File: src/sv/pps_pkg.sv
// ----------------------------------------------------------------------------
// Priority periodic task scheduler package
// Shared constants, codes and request/response types of the scheduler.
// ----------------------------------------------------------------------------
package pps_pkg;

	localparam int MAX_TASKS = 8;
	localparam int SLOT_W    = (MAX_TASKS > 1) ? $clog2(MAX_TASKS) : 1;
	localparam int COUNT_W   = $clog2(MAX_TASKS + 1);

	localparam int PRIO_W    = 8;
	localparam int PERIOD_W  = 16;
	localparam int ENTRY_W   = PRIO_W + 2 * PERIOD_W;

	localparam logic OP_ADD  = 1'b0;
	localparam logic OP_TICK = 1'b1;

	localparam logic ST_OK   = 1'b0;
	localparam logic ST_FULL = 1'b1;

	typedef struct packed {
		logic                operation;
		logic [PRIO_W-1:0]   task_priority;
		logic [PERIOD_W-1:0] task_period;
		logic [PERIOD_W-1:0] initial_delay;
	} req_t;

	typedef struct packed {
		logic       dispatched;
		logic [2:0] task_slot;
		logic       status;
	} rsp_t;

	typedef struct packed {
		logic [PRIO_W-1:0]   prio;
		logic [PERIOD_W-1:0] period;
		logic [PERIOD_W-1:0] countdown;
	} entry_t;

endpackage

File: src/sv/priority_periodic_task_scheduler.sv
// ----------------------------------------------------------------------------
// Priority periodic task scheduler
// Task table in a RAM, scanned one slot per cycle on every tick request.
// ----------------------------------------------------------------------------
// An add request is answered without a table scan; on a tick request the
// sequencer reads one task slot per cycle from the task RAM, which has one
// read port and one write port. It picks the newest due task of highest
// priority and decrements the other countdowns on the way, then writes the
// reload of the dispatched task. A response that waits for the receiver
// holds the sequencer in its last state. A new request is taken at the
// clock edge after the one that loads the previous response into the
// output register.
module priority_periodic_task_scheduler (
	input  logic         clk,
	input  logic         arst_n,
	input  logic         req_valid,
	output logic         req_ready,
	input  pps_pkg::req_t req,
	output logic         rsp_valid,
	input  logic         rsp_ready,
	output pps_pkg::rsp_t rsp
);

	import pps_pkg::*;

	typedef enum logic [1:0] {
		S_IDLE,
		S_SCAN,
		S_FIX,
		S_DONE
	} state_t;

	state_t              state_q;
	logic [COUNT_W-1:0]  count_q;
	logic [COUNT_W-1:0]  issue_q;
	logic                rv_s1;
	logic [SLOT_W-1:0]   ridx_s1;
	logic                found_q;
	logic [SLOT_W-1:0]   best_q;
	logic [PRIO_W-1:0]   best_prio_q;
	logic [PERIOD_W-1:0] best_period_q;
	rsp_t                res_q;
	rsp_t                rsp_q;
	logic                rsp_valid_q;

	logic                we;
	logic [SLOT_W-1:0]   waddr;
	entry_t              wdata;
	logic                re;
	logic [SLOT_W-1:0]   raddr;
	entry_t              rdata;
	logic                accept;
	logic                full;
	logic                due;
	logic                take;

	pps_ram #(
		.WIDTH (ENTRY_W),
		.DEPTH (MAX_TASKS)
	) u_task_ram (
		.clk   (clk),
		.we    (we),
		.waddr (waddr),
		.wdata (wdata),
		.re    (re),
		.raddr (raddr),
		.rdata (rdata)
	);

	assign req_ready = (state_q == S_IDLE);
	assign accept    = req_valid && req_ready;
	assign full      = (count_q >= COUNT_W'(MAX_TASKS));
	assign due       = rv_s1 && (rdata.countdown == '0);
	assign take      = due && (!found_q || (rdata.prio >= best_prio_q));
	assign re        = (state_q == S_SCAN) && (issue_q < count_q);
	assign raddr     = issue_q[SLOT_W-1:0];
	assign rsp_valid = rsp_valid_q;
	assign rsp       = rsp_q;

	always_comb begin
		we    = 1'b0;
		waddr = count_q[SLOT_W-1:0];
		wdata = '{prio: req.task_priority, period: req.task_period,
			countdown: req.initial_delay};
		case (state_q)
			S_IDLE: begin
				we = accept && (req.operation == OP_ADD) && !full;
			end
			S_SCAN: begin
				we    = rv_s1 && (rdata.countdown != '0);
				waddr = ridx_s1;
				wdata = '{prio: rdata.prio, period: rdata.period,
					countdown: rdata.countdown - PERIOD_W'(1)};
			end
			S_FIX: begin
				we    = found_q;
				waddr = best_q;
				wdata = '{prio: best_prio_q, period: best_period_q,
					countdown: (best_period_q == '0) ? '0
						: best_period_q - PERIOD_W'(1)};
			end
			default: begin
				we = 1'b0;
			end
		endcase
	end

	always_ff @(posedge clk or negedge arst_n) begin
		if (!arst_n) begin
			state_q       <= S_IDLE;
			count_q       <= '0;
			issue_q       <= '0;
			rv_s1         <= 1'b0;
			ridx_s1       <= '0;
			found_q       <= 1'b0;
			best_q        <= '0;
			best_prio_q   <= '0;
			best_period_q <= '0;
			res_q         <= '0;
			rsp_q         <= '0;
			rsp_valid_q   <= 1'b0;
		end else begin
			if (rsp_valid_q && rsp_ready && (state_q != S_DONE)) begin
				rsp_valid_q <= 1'b0;
			end
			case (state_q)
				S_IDLE: begin
					if (accept) begin
						issue_q <= '0;
						rv_s1   <= 1'b0;
						found_q <= 1'b0;
						if (req.operation == OP_ADD) begin
							res_q.dispatched <= 1'b0;
							if (full) begin
								res_q.task_slot <= '0;
								res_q.status    <= ST_FULL;
							end else begin
								res_q.task_slot <= 3'(count_q);
								res_q.status    <= ST_OK;
								count_q         <= count_q + COUNT_W'(1);
							end
							state_q <= S_DONE;
						end else begin
							state_q <= S_SCAN;
						end
					end
				end
				S_SCAN: begin
					rv_s1   <= re;
					ridx_s1 <= raddr;
					if (re) begin
						issue_q <= issue_q + COUNT_W'(1);
					end
					if (take) begin
						found_q       <= 1'b1;
						best_q        <= ridx_s1;
						best_prio_q   <= rdata.prio;
						best_period_q <= rdata.period;
					end
					if (!re && !rv_s1) begin
						state_q <= S_FIX;
					end
				end
				S_FIX: begin
					res_q.dispatched <= found_q;
					res_q.task_slot  <= found_q ? 3'(best_q) : 3'd0;
					res_q.status     <= ST_OK;
					state_q          <= S_DONE;
				end
				S_DONE: begin
					if (!rsp_valid_q || rsp_ready) begin
						rsp_q       <= res_q;
						rsp_valid_q <= 1'b1;
						state_q     <= S_IDLE;
					end
				end
				default: begin
					state_q <= S_IDLE;
				end
			endcase
		end
	end

	assert property (@(posedge clk) disable iff (!arst_n)
		count_q <= COUNT_W'(MAX_TASKS))
		else $error("task count exceeds table size");

	assert property (@(posedge clk) disable iff (!arst_n)
		rsp_valid && (rsp.status == ST_FULL) |-> !rsp.dispatched)
		else $error("rejected add reports a dispatch");

	assert property (@(posedge clk) disable iff (!arst_n)
		accept && (req.operation == OP_ADD) && !full
		|=> count_q == $past(count_q) + COUNT_W'(1))
		else $error("accepted add did not grow the table");

	assert property (@(posedge clk) disable iff (!arst_n)
		we && (state_q != S_IDLE) |-> COUNT_W'(waddr) < count_q)
		else $error("tick writes a slot beyond the table");

	assert property (@(posedge clk) disable iff (!arst_n)
		accept && (req.operation == OP_TICK) && (count_q == '0)
		|=> ##2 (state_q == S_DONE) && !res_q.dispatched)
		else $error("tick on empty table dispatched a task");

endmodule

File: src/sv/pps_ram.sv
// ----------------------------------------------------------------------------
// Generic RAM
// One write port and one read port with registered read data.
// ----------------------------------------------------------------------------
module pps_ram #(
	parameter int WIDTH = 8,
	parameter int DEPTH = 8
) (
	input  logic                                        clk,
	input  logic                                        we,
	input  logic [((DEPTH > 1) ? $clog2(DEPTH) : 1)-1:0] waddr,
	input  logic [WIDTH-1:0]                            wdata,
	input  logic                                        re,
	input  logic [((DEPTH > 1) ? $clog2(DEPTH) : 1)-1:0] raddr,
	output logic [WIDTH-1:0]                            rdata
);

	logic [WIDTH-1:0] mem [DEPTH];

	always_ff @(posedge clk) begin
		if (we) begin
			mem[waddr] <= wdata;
		end
		if (re) begin
			rdata <= mem[raddr];
		end
	end

endmodule

File: config.mk
export PLATFORM = sky130hd
export DESIGN_NAME = priority_periodic_task_scheduler
export DESIGN_NICKNAME = d
export VERILOG_FILES = /design/src/sv/pps_pkg.sv /design/src/sv/priority_periodic_task_scheduler.sv /design/src/sv/pps_ram.sv
export SDC_FILE = /design/constraint.sdc
export NUM_CORES = 1
export LEC_CHECK = 0
export BUFFER_PORTS_ARGS = -buffer_cell sky130_fd_sc_hd__clkbuf_2
export CAP_MARGIN = 10
export CELL_PAD_IN_SITES_DETAIL_PLACEMENT = 2
export CELL_PAD_IN_SITES_GLOBAL_PLACEMENT = 2
export CORE_MARGIN = 2
export CORE_UTILIZATION = 35
export CTS_CLUSTER_DIAMETER = 60
export DETAILED_ROUTE_END_ITERATION = 10
export PLACE_DENSITY = 0.72
export SYNTH_ARGS = -nofsm -noshare
export SYNTH_HDL_FRONTEND = slang
export SYNTH_HIERARCHICAL = 1
export SYNTH_SLANG_ARGS = --single-unit
export TNS_END_PERCENT = 5
File: constraint.sdc
create_clock -name clk -period 5.2 [get_ports clk]
set_input_delay 0.26 -clock clk [delete_from_list [all_inputs] [get_ports clk]]
set_output_delay 0.26 -clock clk [all_outputs]
set_load 0.1 [all_outputs]
### Yosys cells after proc, flatten, opt, wreduce, memory -nomap -nowiden

Memory sizes are Yosys's and may differ from the RTL's. A register that Yosys moved wholly into a read port is not among the register bits.
Index checks and enable logic that the tools add are counted.

* $add $sub $neg: 4
* magnitude comparators: 3
* equality and inequality tests: 10
* mux-type cells: 26
* bitwise operators: 2
* reductions and logical operators: 31

Operators by type and width (count)
* case mux 40 bit (2 select lines): 1
* logical NOT 16 bit: 2
* subtractor 16 x 1 -> 16 bit (second input constant): 2
* two-way mux 16 bit: 1
* nonzero test 16 bit: 1
* two-way mux 4 bit: 3
* AND reduction 3 bit: 4
* logical AND 1 bit: 10
* two-way mux 5 bit: 2
* inequality test 2 bit (second input constant): 5
* case mux 5 bit (2 select lines): 1
* adder 4 x 1 -> 4 bit (second input constant): 2
* greater-or-equal comparator 8 bit: 1
* two-way mux 2 bit: 4
* case mux 2 bit (4 select lines): 1
* case mux 4 bit (2 select lines): 1
* two-way mux 1 bit: 7
* case mux 3 bit (2 select lines): 1
* AND reduction 2 bit: 3
* logical NOT 1 bit: 5
* == test 2 bit (second input constant): 2
* greater-or-equal comparator 4 bit (second input constant): 1
* < comparator 4 bit: 1
* inequality test 2 x 1 -> 1 bit (second input constant): 2
* 9 further kinds: 13

* bits in registers: 53
* bits in writable memories: 320
* bits of input ports: 45
* output and inout port bits: 7
* word-level logic and storage cells: 93
* memories: 1

Memory list
* u_task_ram.mem: words 8, width 40, read ports 1, clocked after Yosys merged registers in 1, wr ports 1, RTL line pps_ram.sv:18 `logic [WIDTH-1:0] mem [DEPTH];`

### Longest topological paths before layout

* depth after elaboration: 7
* gate-level depth with buffers: 11
* gate-level depth less buffers: 9

### Hierarchy

The synthesis kept the hierarchy.

Modules (own cells, without submodules)
* pps_ram: instances 1, cells an instance 515, area each 13571.8 µm², seq. area each 10810.4 µm²
* priority_periodic_task_scheduler: instances 1, cells an instance 453, area each 3940.0 µm², seq. area each 1326.3 µm²

### Least setup slack after synthesis

No wires, ideal clock.

* path kind: reg-to-reg
* start: register state_q[0]
* end: memory u_task_ram/mem[0][0] in the netlist's numbering, enable pin
* library setup time: 0.487 ns
* data arrival time: 5.426 ns
* data required time: 4.713 ns
* slack: -0.712 ns
* stages on the path, launching flop included: 12
* buffers on the path: 2
* clock period less this slack: 5.912 ns
* cells stage by stage: dfrtp_1 -> inv_1 -> ha_1 -> clkbuf_1 -> nand2_1 -> or2_2 -> clkbuf_1 -> nor2_1 -> a21oi_1 -> a21oi_1 -> nand2b_1 -> nor3_1

* cells in the longest elaborated chain, start to end: 7
* elaborated cells on any way between the ends: 10
* classes of those cells: eq/ne: 2; mux: 4; reduce/logical: 4

RTL lines
* from (decl): RTL line priority_periodic_task_scheduler.sv:33 `state_t state_q;`
* from (signal assigned): RTL line priority_periodic_task_scheduler.sv:110 `state_q <= S_IDLE;`
* from (signal assigned): RTL line priority_periodic_task_scheduler.sv:142 `state_q <= S_DONE;`
* from (signal assigned): RTL line priority_periodic_task_scheduler.sv:144 `state_q <= S_SCAN;`
* logical NOT 2 bit *: RTL line priority_periodic_task_scheduler.sv:70 `assign req_ready = (state_q == S_IDLE);`
* net req_ready: RTL line priority_periodic_task_scheduler.sv:17 `output logic req_ready,`
* logical AND 1 bit: RTL line priority_periodic_task_scheduler.sv:71 `assign accept = req_valid && req_ready;`
* logical AND 1 bit (2 in series): RTL line priority_periodic_task_scheduler.sv:87 `we = accept && (req.operation == OP_ADD) && !full;`
* case mux 1 bit (3 select lines) *: RTL line priority_periodic_task_scheduler.sv:85 `case (state_q)`
* net we: RTL line priority_periodic_task_scheduler.sv:46 `logic we;`
* two-way mux 1 bit *: RTL line pps_ram.sv:21 `if (we) begin`
* two-way mux 1 bit (implied by the code) *: RTL line pps_ram.sv:22 `mem[waddr] <= wdata;`
* to (decl): RTL line pps_ram.sv:18

Mark *: on every way through the listed nets, which the timed path passes. The rest lies on a longest branch.

### Worst setup path in the final report

* start: register state_q[0]
* end: memory u_task_ram/mem[6][19] in the netlist's numbering, enable pin

* elaborated cells on any way between the ends: 10
* classes of those cells: eq/ne: 2; mux: 4; reduce/logical: 4

RTL lines
* == test 2 bit / == test 2 x 1 -> 1 bit (equally long branches): RTL line priority_periodic_task_scheduler.sv:85
* case mux 3 bit (2 select lines) *: RTL line priority_periodic_task_scheduler.sv:85
* net waddr[1]: RTL line priority_periodic_task_scheduler.sv:47 `logic [SLOT_W-1:0] waddr;`

Marked as above.

==> results_dict.tcl <==
set metrics [dict create \
    min_path_type "in -> reg" \
    synth_xor_xnor_area_share_pct 1.30 \
    fin_crit_sh_pct 74.1 \
    async_flop_share_pct 12.8 \
    dpl.hpwl_um 29900 \
    p_int_mw 7.92 \
    ctsHtreeMaxLevel 2 \
    clkSinkCount 413 \
    routedWlPerCell_um 26.3 \
    grt_start_max_net_pins 81 \
    synth_ff_type "edfxtp_1" \
    placed_area_um2 18600 \
    power.density_nw_per_um2 602 \
    max_freq_mhz 259 \
    dieArea_um2 51800 \
    rsz0062_at_grt "no" \
    yosysSeqAreaShare_pct 69.3 \
    slew-limit-headroom_pct 23.6 \
    path_cells "inv_1 > ha_2 > a22oi_1 > a21oi_1 > nand2b_1 > nor2_4 > buf_4" \
    gp_congestion 0.764 \
    final.setup.tns_ns 0 \
    holdPathStages 3 \
    grt-ovfl-total 0 \
    insertion_delay_ns 0.59 \
    r2r-end "u_task_ram/mem[6][19]$_DFFE_PP_" \
    finalMaxSlewViolations 0 \
    maxCapViolations 0 \
    die_h_um 228 \
    combPwrFrac_pct 29.9 \
    nets 1105 \
    synth_fa_ha_area_share_pct 1.50 \
    first_pass_iters 5 \
    cp.required_ns 5.43 \
    regArea_um2 12100 \
    start_util_pct 35.6 \
    worst-path-buf-inv 2 \
    cp.arrival_ns 4.09 \
    cp_top_family "simple AND/OR/NAND/NOR gates" \
    ff2ff_path_depth 7 \
    synth.net_count 1034 \
    grt_pass1_vias 10186 \
    die_w_um 228 \
    final_util_pct 40.9 \
    fin_ws_ns 1.35 \
    worst-slew-pin-transition_ns 1.14 \
    multi_input_area_um2 5120 \
    holdBufCountCts 2 \
    status "completed" \
    switching_share_pct 34.6 \
    finalWirelength_um 45800 \
    path_class "reg -> reg" \
    layout_commonest_cell "edfxtp_1" \
    min_period_ns 3.85 \
    vias 9313 \
    synth_compound_area_share_pct 4.77 \
    cts_tree "built" \
    cellLeakagePower_nw 6.95 \
    antenna_found_initial 1 \
    layout_common_cells "360 x edfxtp_1, 80 x mux4_1, 75 x mux2_2" \
    ff2ff_setup_slack_ns 1.35 \
    p_switching_mw 4.18 \
    cts_resized 0 \
    yosys.cell_types.count 57 \
    path_clk_slew_ns 0.06 \
    rows 81 \
    synth-seq-cells 413 \
    placed_cells 1652 \
    port-buffer-count 51 \
    path_max_fanout 39 \
    finalSetupViolations 0 \
    clkPwrFrac_pct 26.7 \
    clockBufferDepth 3 \
    clock_tree.root_cell "clkbuf_16" \
    max_stage_delay_ns 0.76 \
    drt_iter0_markers 655 \
    numCtsBuffers 47 \
    nFillCells 4677 \
    worstHoldStart "req[40]" \
    core_um2 49200 \
    syn_area_um2 17500 \
    syn_avg_cell_area_um2 18.1 \
    timing.rr.start "state_q[0]$_DFFE_PN0P_" \
    fin_cells 1740 \
    fin_area_um2 20100 \
    syn_to_final_growth_pct 14.8 \
    cp-start-kind "register" \
    ys_warn_count 6 \
    track_usage_pct 18.2 \
    ant_nets 0 \
    synth_edf_count 360 \
    cpMaxStageDelayCell "ha_2" \
    min_to "count_q[3]$_DFFE_PN0P_" \
    vdd_ir_drop_max_mv 0.363 \
    endpoint_kind "register" \
    synthSimpleGateAreaFrac_pct 4.18 \
    synth_top_family_by_area "multiplexers" \
    hold_viol 0 \
    seqPwrFrac_pct 43.3 \
    clock_skew_ns 0.0269 \
    postSynthCellCount 968 \
    io-pin-count 52 \
    drive_above_1_share_pct 21.9 \
    grt_pass1_wl_um 68400 \
    dp_slack_ns 1.36 \
    drc 0 \
    synth.area.mux_share_pct 17.0 \
    avgViaCountPerCell 5.35 \
    post_cts_buffers 0 \
    antennaDiodeCount 0 \
]
power groups by stage:
stage / clock network, mW / registers, mW / logic [mW]
final: 3.23 / 5.25 / 3.62
after global routing: 3.43 / 5.29 / 3.95
after detailed placement: 0 / 5.32 / 3.69
after floorplan: 0 / 5.30 / 2.26
after global placement: 0 / 5.27 / 3.41
after CTS: 3.32 / 5.26 / 3.70
kinds of logic after synthesis:
kind of cell,after synthesis
adders and majority gates,21
DFF,413
xor gates and xnor gates,26
muxes,158
and+or+nand+nor,153
AOI/OAI and AO/OA,125
buffers and inverters,72
sequential cells by signal (all words and copies together) (netlist names), 3 cells and up:
signal / cells
u_task_ram/mem: 320
u_task_ram/rdata: 40
best_period_q: 16
best_prio_q: 8
res_q: 5
rsp: 5
count_q: 4
issue_q: 4
best_q: 3
ridx_s1: 3
cells in the mapped netlist (2+ instances only):
library cell / count / area share (%)
a21oi_1: 52 / 1.5
a22oi_1: 35 / 1.5
a31oi_1: 2 / 0.071
a32oi_1: 3 / 0.15
and3_1: 2 / 0.071
buf_1: 8 / 0.17
buf_2: 3 / 0.086
buf_6: 9 / 0.58
clkbuf_1: 28 / 0.60
dfrtp_1: 53 / 7.6
edfxtp_1: 360 / 62
ha_1: 21 / 1.5
inv_1: 24 / 0.51
mux2_2: 75 / 4.8
mux2i_1: 3 / 0.17
mux4_1: 80 / 12
nand2_1: 26 / 0.56
nand2b_1: 9 / 0.32
nand3_1: 8 / 0.23
nand4_1: 2 / 0.071
nand4b_1: 2 / 0.10
nor2_1: 76 / 1.6
nor2b_1: 3 / 0.11
nor3_1: 6 / 0.17
nor4_1: 8 / 0.29
o211ai_1: 2 / 0.086
o21a_1: 2 / 0.086
o21ai_0: 9 / 0.26
o221ai_1: 3 / 0.15
o41ai_1: 2 / 0.10
or4_1: 2 / 0.086
xnor2_1: 9 / 0.45
xor2_1: 17 / 0.85
tightest hold or removal path: cells and delay by family:
kind,cells,cell delay [ns]
simple gates,1,0.17
compound gates,1,0.07
buf+inv,1,0.11
cell type report:
type	instances	share of cell area, %
clock buffer	58	6.06
multi-input combinational	483	25.5
tap	664	4.13
clock inverter	28	1.37
sequential	413	60.4
timing repair buffer	70	2.07
inverter	24	0.448
worst max path at each step:
stage | startpoint | to | slack, ns | cells past startpoint
global route | state_q[0]$_DFFE_PN0P_ | u_task_ram/mem[3][36]$_DFFE_PP_ | 1.06 | 7
CTS | state_q[0]$_DFFE_PN0P_ | u_task_ram/mem[6][19]$_DFFE_PP_ | 1.33 | 7
finish | state_q[0]$_DFFE_PN0P_ | u_task_ram/mem[6][19]$_DFFE_PP_ | 1.35 | 7
detailed placement | state_q[0]$_DFFE_PN0P_ | u_task_ram/mem[6][16]$_DFFE_PP_ | 1.36 | 7
global placement | state_q[0]$_DFFE_PN0P_ | u_task_ram/mem[3][16]$_DFFE_PP_ | 1.56 | 7
floorplan | state_q[0]$_DFFE_PN0P_ | u_task_ram/mem[4][0]$_DFFE_PP_ | -0.71 | 11
per-stage QoR:
step                power [mW]  hold WS, ns
global route              12.7       0.0651
detailed placement        9.01        0.455
finish                    12.1       0.0585
floorplan                 7.56      -0.0356
CTS                       12.3       0.0295
global placement          8.68        0.441
per-layer routing:
metal | vias to the layer above | routed length (um) | track usage, %
met5 | - | 0 | 0
met4 | 0 | 944 | 4.53
met3 | 62 | 1910 | 2.98
met2 | 202 | 22200 | 30.2
met1 | 4967 | 20800 | 25.1
li1 | 4082 | - | -
No activity file was read; power rests on OpenSTA's default activity.
